==> config.mk <==
export PLATFORM = sky130hd
export DESIGN_NAME = isolated_star_counter
export DESIGN_NICKNAME = d
export VERILOG_FILES = /design/src/rtl/core/isc_pkg.sv /design/src/rtl/core/isc_ram.sv /design/src/rtl/core/isc_window.sv /design/src/rtl/core/isolated_star_counter.sv
export SDC_FILE = /design/constraint.sdc
export NUM_CORES = 1
export LEC_CHECK = 0
export ABC_CLOCK_PERIOD_IN_PS = 7560
export BUFFER_PORTS_ARGS = -buffer_cell sky130_fd_sc_hd__buf_2
export CORE_MARGIN = 2
export CORE_UTILIZATION = 58
export CTS_BUF_LIST = sky130_fd_sc_hd__clkbuf_8
export CTS_CLUSTER_DIAMETER = 80
export DETAILED_ROUTE_END_ITERATION = 10
export PLACE_DENSITY = 0.89
export SYNTH_ARGS = -nofsm -noshare
export SYNTH_HDL_FRONTEND = slang
export SYNTH_HIERARCHICAL = 1
export SYNTH_SLANG_ARGS = --single-unit
==> constraint.sdc <==
create_clock -name i_clk -period 7.56 [get_ports i_clk]
set_clock_uncertainty 0.15 [all_clocks]
set_input_delay 1.512 -clock i_clk [delete_from_list [all_inputs] [get_ports i_clk]]
set_output_delay 1.512 -clock i_clk [all_outputs]
set_load 0.01 [all_outputs]
==> src/rtl/core/isc_pkg.sv <==
// ----------------------------------------------------------------------------
// isc_pkg
// Shared types, constants and window helpers for the isolated star counter.
// ----------------------------------------------------------------------------
package isc_pkg;

    localparam int MAX_ROWS_DEF = 128;
    localparam int MAX_COLS_DEF = 128;

    localparam int CFG_W       = 8;
    localparam int CFG_IDX_W   = 1;
    localparam int TOTAL_W     = 13;
    localparam int HITS_W      = 3;
    localparam int LS_W        = 2;
    localparam int IN_TDATA_W  = 8;
    localparam int OUT_TDATA_W = 16;

    localparam logic [TOTAL_W-1:0] TOTAL_LIMIT = 13'd8191;

    localparam logic [CFG_IDX_W-1:0] REG_ROW_COUNT = 1'b0;
    localparam logic [CFG_IDX_W-1:0] REG_COL_COUNT = 1'b1;

    // Per-pixel control from the position counters to the window unit.
    typedef struct packed {
        logic accept;
        logic first_col;
        logic last_col;
        logic last_row;
        logic has_above;
    } t_win_ctl;

    // Center bit set and no other in-frame bit set in the 3x3 neighborhood.
    // Columns l, m, r hold rows in bit order r, r-1, r-2.
    function automatic logic lone(input logic [2:0] l,
                                  input logic [2:0] m,
                                  input logic [2:0] r,
                                  input logic       cbit,
                                  input logic [2:0] mask);
        logic [2:0] cb;
        cb = cbit ? 3'b010 : 3'b001;
        return ((m & cb) != 3'b000) &&
               (((l & mask) | (m & mask & ~cb) | (r & mask)) == 3'b000);
    endfunction

endpackage

==> src/rtl/core/isc_ram.sv <==
// ----------------------------------------------------------------------------
// isc_ram
// Generic single-write, single-read RAM with registered read data.
// ----------------------------------------------------------------------------
module isc_ram #(
    parameter int WIDTH = 2,
    parameter int DEPTH = 128
) (
    input  logic                                   i_clk,
    input  logic                                   i_we,
    input  logic [(DEPTH > 1 ? $clog2(DEPTH) : 1)-1:0] i_waddr,
    input  logic [WIDTH-1:0]                       i_wdata,
    input  logic [(DEPTH > 1 ? $clog2(DEPTH) : 1)-1:0] i_raddr,
    output logic [WIDTH-1:0]                       o_rdata
);

    logic [WIDTH-1:0] r_mem [DEPTH];
    logic [WIDTH-1:0] r_rdata;

    always_ff @(posedge i_clk) begin
        if (i_we) begin
            r_mem[i_waddr] <= i_wdata;
        end
        r_rdata <= r_mem[i_raddr];
    end

    assign o_rdata = r_rdata;

endmodule

==> src/rtl/core/isc_window.sv <==
// ----------------------------------------------------------------------------
// isc_window
// 3x3 window over the current pixel and two stored rows; decides the cells
// whose neighborhood is complete and returns the number of isolated hits.
// ----------------------------------------------------------------------------
module isc_window (
    input  logic                        i_clk,
    input  isc_pkg::t_win_ctl           i_ctl,
    input  logic [isc_pkg::LS_W-1:0]    i_ls,
    input  logic                        i_pix,
    output logic [isc_pkg::HITS_W-1:0]  o_hits
);
    import isc_pkg::*;

    // only the two newest columns carry over to the next pixel
    logic [5:0] r_win;
    logic [8:0] n_win;
    logic [2:0] trip;
    logic [2:0] w0;
    logic [2:0] w1;
    logic [2:0] w2;
    logic       h0;
    logic       h1;
    logic       h2;
    logic       h3;

    assign trip = {i_ls, i_pix};

    // First column starts a fresh window; otherwise shift one column left.
    assign n_win = i_ctl.first_col ? {trip, 6'b0} : {trip, r_win};
    assign w0 = n_win[2:0];
    assign w1 = n_win[5:3];
    assign w2 = n_win[8:6];

    always_ff @(posedge i_clk) begin
        if (i_ctl.accept) begin
            r_win <= n_win[8:3];
        end
    end

    // Row above the current one, then the current row on the last row.
    assign h0 = i_ctl.has_above & ~i_ctl.first_col & lone(w0, w1, w2, 1'b1, 3'b111);
    assign h1 = i_ctl.has_above & i_ctl.last_col   & lone(w1, w2, 3'b000, 1'b1, 3'b111);
    assign h2 = i_ctl.last_row  & ~i_ctl.first_col & lone(w0, w1, w2, 1'b0, 3'b011);
    assign h3 = i_ctl.last_row  & i_ctl.last_col   & lone(w1, w2, 3'b000, 1'b0, 3'b011);

    assign o_hits = HITS_W'(h0) + HITS_W'(h1) + HITS_W'(h2) + HITS_W'(h3);

endmodule

==> src/rtl/core/isolated_star_counter.sv <==
// ----------------------------------------------------------------------------
// isolated_star_counter
// Counts stars with no star among their eight neighbors in a raster frame.
// ----------------------------------------------------------------------------
// Pixels enter one per cycle in raster order, one transfer per clock when the
// output side keeps up; a frame's count leaves as one transfer on its last
// pixel. The two previous rows live in a line RAM with registered read data,
// read ahead at the next column address; a bypass covers single-column
// frames where read and write hit the same entry. Stored rows are ignored
// on row zero, so no clearing pass is needed after reset, after a frame or
// after a register write. A register write restarts the frame. Dimension
// values of zero act as one, values above the maximum as the maximum. The
// count saturates at 8191.
module isolated_star_counter #(
    parameter int MAX_ROWS = isc_pkg::MAX_ROWS_DEF,
    parameter int MAX_COLS = isc_pkg::MAX_COLS_DEF
) (
    input  logic                             i_clk,
    input  logic                             i_rst_n,
    input  logic                             i_cfg_we,
    input  logic [isc_pkg::CFG_IDX_W-1:0]    i_cfg_idx,
    input  logic [isc_pkg::CFG_W-1:0]        i_cfg_data,
    input  logic                             i_s_tvalid,
    output logic                             o_s_tready,
    input  logic [isc_pkg::IN_TDATA_W-1:0]   i_s_tdata,   // [0] is_star
    output logic                             o_m_tvalid,
    input  logic                             i_m_tready,
    output logic [isc_pkg::OUT_TDATA_W-1:0]  o_m_tdata    // [12:0] isolated_total
);
    import isc_pkg::*;

    localparam int RW  = (MAX_ROWS > 1) ? $clog2(MAX_ROWS) : 1;
    localparam int CW  = (MAX_COLS > 1) ? $clog2(MAX_COLS) : 1;
    localparam int EWR = ($clog2(MAX_ROWS + 1) > CFG_W) ? $clog2(MAX_ROWS + 1) : CFG_W;
    localparam int EWC = ($clog2(MAX_COLS + 1) > CFG_W) ? $clog2(MAX_COLS + 1) : CFG_W;

    logic [CFG_W-1:0]   r_row_count;
    logic [CFG_W-1:0]   r_col_count;
    logic [RW-1:0]      r_row;
    logic [RW-1:0]      n_row;
    logic [CW-1:0]      r_col;
    logic [CW-1:0]      n_col;
    logic [TOTAL_W-1:0] r_total;
    logic [TOTAL_W-1:0] n_total;
    logic               r_out_valid;
    logic [TOTAL_W-1:0] r_out_data;
    logic               r_byp;
    logic [LS_W-1:0]    r_byp_data;

    logic [EWR-1:0]     rows_eff;
    logic [EWC-1:0]     cols_eff;
    logic               accept;
    logic               last_row;
    logic               last_col;
    logic [LS_W-1:0]    rd_data;
    logic [LS_W-1:0]    ls;
    logic [LS_W-1:0]    wr_data;
    logic [HITS_W-1:0]  hits;
    logic [TOTAL_W:0]   sum;
    t_win_ctl           win_ctl;

    always_comb begin
        if (r_row_count == '0) begin
            rows_eff = EWR'(1);
        end else if (EWR'(r_row_count) > EWR'(MAX_ROWS)) begin
            rows_eff = EWR'(MAX_ROWS);
        end else begin
            rows_eff = EWR'(r_row_count);
        end
        if (r_col_count == '0) begin
            cols_eff = EWC'(1);
        end else if (EWC'(r_col_count) > EWC'(MAX_COLS)) begin
            cols_eff = EWC'(MAX_COLS);
        end else begin
            cols_eff = EWC'(r_col_count);
        end
    end

    assign o_s_tready = ~r_out_valid | i_m_tready;
    assign accept     = i_s_tvalid & o_s_tready;
    assign last_row   = (EWR'(r_row) + EWR'(1)) >= rows_eff;
    assign last_col   = (EWC'(r_col) + EWC'(1)) >= cols_eff;

    always_comb begin
        n_row = r_row;
        n_col = r_col;
        if (i_cfg_we) begin
            n_row = '0;
            n_col = '0;
        end else if (accept) begin
            if (last_col) begin
                n_col = '0;
                n_row = last_row ? '0 : r_row + RW'(1);
            end else begin
                n_col = r_col + CW'(1);
            end
        end
    end

    // Line RAM: read at the next column so data is ready for the next pixel.
    isc_ram #(
        .WIDTH (LS_W),
        .DEPTH (MAX_COLS)
    ) u_line_ram (
        .i_clk   (i_clk),
        .i_we    (accept),
        .i_waddr (r_col),
        .i_wdata (wr_data),
        .i_raddr (n_col),
        .o_rdata (rd_data)
    );

    // Row zero sees empty rows above, whatever the RAM holds.
    assign ls      = (r_row == '0) ? '0 : (r_byp ? r_byp_data : rd_data);
    assign wr_data = {ls[0], i_s_tdata[0]};

    always_ff @(posedge i_clk) begin
        r_byp      <= accept && (r_col == n_col);
        r_byp_data <= wr_data;
    end

    assign win_ctl = '{accept:    accept,
                       first_col: (r_col == '0),
                       last_col:  last_col,
                       last_row:  last_row,
                       has_above: (r_row != '0)};

    isc_window u_window (
        .i_clk  (i_clk),
        .i_ctl  (win_ctl),
        .i_ls   (ls),
        .i_pix  (i_s_tdata[0]),
        .o_hits (hits)
    );

    assign sum     = {1'b0, r_total} + (TOTAL_W + 1)'(hits);
    assign n_total = (sum > (TOTAL_W + 1)'(TOTAL_LIMIT)) ? TOTAL_LIMIT : sum[TOTAL_W-1:0];

    always_ff @(posedge i_clk) begin
        if (!i_rst_n) begin
            r_row_count <= CFG_W'(1);
            r_col_count <= CFG_W'(1);
            r_row       <= '0;
            r_col       <= '0;
            r_total     <= '0;
            r_out_valid <= 1'b0;
        end else begin
            r_row <= n_row;
            r_col <= n_col;
            if (i_cfg_we) begin
                case (i_cfg_idx)
                    REG_ROW_COUNT: r_row_count <= i_cfg_data;
                    REG_COL_COUNT: r_col_count <= i_cfg_data;
                    default: ;
                endcase
                r_total <= '0;
            end else if (accept) begin
                r_total <= (last_row && last_col) ? '0 : n_total;
            end
            if (accept && last_row && last_col) begin
                r_out_valid <= 1'b1;
            end else if (i_m_tready) begin
                r_out_valid <= 1'b0;
            end
        end
    end

    always_ff @(posedge i_clk) begin
        if (accept && last_row && last_col) begin
            r_out_data <= n_total;
        end
    end

    assign o_m_tvalid = r_out_valid;
    assign o_m_tdata  = OUT_TDATA_W'(r_out_data);

endmodule
==> impl_metrics.json <==
{
  "status": "finished, final reports clean",
  "syn-cell-area_sq_mm": 0.0143,
  "port_buf_inserts": 29,
  "worst-path-max-fanout": 25,
  "die_h_um": 161,
  "drtPass1Iterations": 6,
  "power_per_cell_area_mw_per_mm2": 223,
  "clkTransAtPathRegs_ps": 60,
  "number_of_antenna_violations_at_the_first_check_in_global_routing": 0,
  "power.leakage_nw": 4.98,
  "synth-edff-count": 275,
  "num_antenna_cells": 0,
  "start_util_pct": 59.0,
  "finish.net_count": 1100,
  "drt-met1-wl_mm": 11.2,
  "rows": 57,
  "ys_seq_area_share_pct": 64.6,
  "cts-htree-levels": 2,
  "ys_dominant_reg_cell": "sky130_fd_sc_hd__edfxtp_1",
  "synth_top_cells_by_area": "sky130_fd_sc_hd__edfxtp_1, sky130_fd_sc_hd__mux4_2, sky130_fd_sc_hd__dfxtp_1",
  "synthesis.yosys.warnings": 6,
  "dr_wl_met2_mm": 14.4,
  "grt_pass1_wl_mm": 45.1,
  "cts.sinks": 324,
  "post-route-min-period_ps": 6480,
  "cp_data_arrival_time_ps": 6810,
  "top_routing_layer_in_use": "met4",
  "netlist.area_leader.share_pct": 57.7,
  "endpoint_kind": "register",
  "detailroute.via_count": 8590,
  "synth.most_common_cell": "sky130_fd_sc_hd__edfxtp_1",
  "detail_route.drc_violations": 0,
  "ctsResizeCount": 0,
  "area_growth_from_synthesis_to_layout_pct": 9.26,
  "wl_mm": 28.7,
  "sequential_cell_area_sq_mm": 0.00924,
  "flip_flop_and_latch_count_after_synthesis": 324,
  "report.final.slew_viol_count": 0,
  "hold_path.startpoint": "r_col_count[0]$_SDFFE_PN1P_",
  "grt_util_all_layers_pct": 22.3,
  "timing.setup.critical_path_class": "register to register",
  "holdCritPathClass": "register to register",
  "cts_tree": "yes",
  "timing.final.setup_violations": 0,
  "cp_data_required_time_ps": 7890,
  "max_freq_ghz": 0.154,
  "detailedPlacementHpwl_mm": 17.7,
  "max_cap_violations": 0,
  "reg_to_reg_slack_setup_ps": 1080,
  "multi_input_comb_area_sq_mm": 0.00478,
  "worst_skew_pair.late_latency_ps": 600,
  "cts-buffers-inserted": 50,
  "total_grt_overflow": 0,
  "post_cts_setup_driven_buffer_insertion_count": 0,
  "drt_first_iter_violations": 835,
  "grt_max_degree": 116,
  "irDropWorstVdd_mv": 0.175,
  "startpoint_type": "register",
  "share_of_layout_cells_above_drive_strength_1_pct": 16.6,
  "leading_cell_types_by_count_after_synthesis": "sky130_fd_sc_hd__edfxtp_1, sky130_fd_sc_hd__nor2_1, sky130_fd_sc_hd__nand2_1",
  "grt_setup_unrepaired": "false",
  "synth_top_cell_by_area": "sky130_fd_sc_hd__edfxtp_1",
  "startpoint": "r_col[0]$_SDFF_PN0_",
  "relSlewSlack_pct": 11.0,
  "synth.distinct_cells": 65,
  "core_area_sq_mm": 0.0242,
  "dr_wl_met3_mm": 2.27,
  "synthesis.instances": 1013,
  "die_area_sq_mm": 0.0259,
  "root_buffer": "sky130_fd_sc_hd__clkbuf_8",
  "asyncSetResetFlopFracSynth_pct": 0,
  "rr_startpoint": "r_col[0]$_SDFF_PN0_",
  "post-route-period-util_pct": 85.7,
  "tightestPinTransition_ps": 1320,
  "io_pins": 40,
  "finalHoldViolations": 0,
  "post_synth.cell_area_avg_sq_um": 14.1,
  "number_of_cells_in_the_finished_layout_apart_from_fillers": 1414,
  "cts.hold.buffers_added": 0,
  "clock_tree.buffer_depth": 3,
  "fillers": 1662,
  "final_antenna_net_count": 0,
  "die-width_um": 161,
  "utilization_pct": 64.4,
  "post-place-cells": 1323,
  "setup-tns-final_ps": 0,
  "routabilityCongestion": 0.844,
  "routedWlPerCell_um": 20.3,
  "via_per_inst": 6.07,
  "number_of_global_route_vias_before_repair": 8659
}
==> logic make-up after synthesis <==
family | count (synthesis) | synth area share (%)
AOI/OAI and AO/OA | 109 | 5.75
xor gates and xnor gates | 24 | 1.47
adders and majority gates | 27 | 2.47
buffers and inverters | 71 | 2.33
DFF | 324 | 64.6
muxes | 98 | 12.0
other | 1 | 0.0262
and+or+nand+nor | 359 | 11.4
==> placed cells by master, fill, tap and decap left out, drive strengths merged, types with 26 or more instances in the layout <==
cell	n
inv	40
mux4	56
clkbuf	53
nor2	161
nand2	78
dfxtp	49
edfxtp	275
mux2i	34
a21oi	26
buf	38
nand3	29
==> flip-flops by register name, summed over array words and instances, names as in the netlist <==
register,count
r_byp_data,2
r_col_count,8
r_col,7
r_row,7
o_m_tvalid,1
u_line_ram/r_mem,256
r_out_data,13
r_row_count,8
u_window/r_win,6
r_byp,1
u_line_ram/o_rdata,2
r_total,13
==> critical path: stages, from the launching register on <==
cell and delay (ps):
sky130_fd_sc_hd__dfxtp_1 850, sky130_fd_sc_hd__ha_1 350, sky130_fd_sc_hd__nand3_1 150, sky130_fd_sc_hd__nor2_1 220, sky130_fd_sc_hd__xor2_1 90, sky130_fd_sc_hd__ha_1 300, sky130_fd_sc_hd__nand2_1 60, sky130_fd_sc_hd__a211o_1 220
sky130_fd_sc_hd__o21ba_2 280, sky130_fd_sc_hd__inv_1 220, sky130_fd_sc_hd__o21ai_0 180, sky130_fd_sc_hd__nor4b_2 300, sky130_fd_sc_hd__fa_1 470, sky130_fd_sc_hd__ha_1 220, sky130_fd_sc_hd__ha_1 320, sky130_fd_sc_hd__ha_1 310
sky130_fd_sc_hd__a211oi_1 90, sky130_fd_sc_hd__nor2_2 300, sky130_fd_sc_hd__nand4_2 430, sky130_fd_sc_hd__and2_0 520, sky130_fd_sc_hd__a311oi_2 360
==> layout make-up <==
type,count,area share (%)
Clock buffer,53,4.67
Clock inverter,38,1.15
Inverter,17,0.408
Multi-Input combinational cell,620,30.6
Sequential cell,324,59.1
Tap cell,324,2.59
Timing Repair Buffer,38,1.46
==> per-stage QoR <==
step | hold WS (ps) | area [sq um] | worst slack, ps | total power [mW]
final | 334 | 15600 | 1080 | 3.48
after detailed placement | 312 | 14700 | 1150 | 2.21
after CTS | 327 | 15600 | 1090 | 3.51
after global routing | 364 | 15600 | 658 | 3.60
after floorplan | 291 | 14300 | 238 | 2.16
after global placement | 310 | 14700 | 1310 | 2.21
==> where the power goes <==
| part | switching [mW] | leakage (nW) | internal [mW] | total (mW) |
|---|---|---|---|---|
| sequential | 0.0107 | 2.76 | 1.95 | 1.96 |
| combinational | 0.129 | 1.67 | 0.0834 | 0.213 |
| clock | 0.650 | 0.546 | 0.654 | 1.30 |
| total | 0.790 | 4.98 | 2.69 | 3.48 |
==> final timing paths <==
| kind | end | cells after the start |
|---|---|---|
| setup / recovery | r_total[8]$_SDFFE_PP0P_ | 20 |
| hold / removal | r_col_count[0]$_SDFFE_PN1P_ | 2 |
| setup reg to reg | r_total[8]$_SDFFE_PP0P_ | 20 |
| hold reg to reg | r_col_count[0]$_SDFFE_PN1P_ | 2 |
==> layer usage <==
metal,up-vias,global-route usage (%)
met5,-,0
met4,0,8.00
met3,75,4.39
met2,394,37.8
met1,4198,29.1
li1,3923,-
Note: power is estimated with default switching activity, not from simulation.
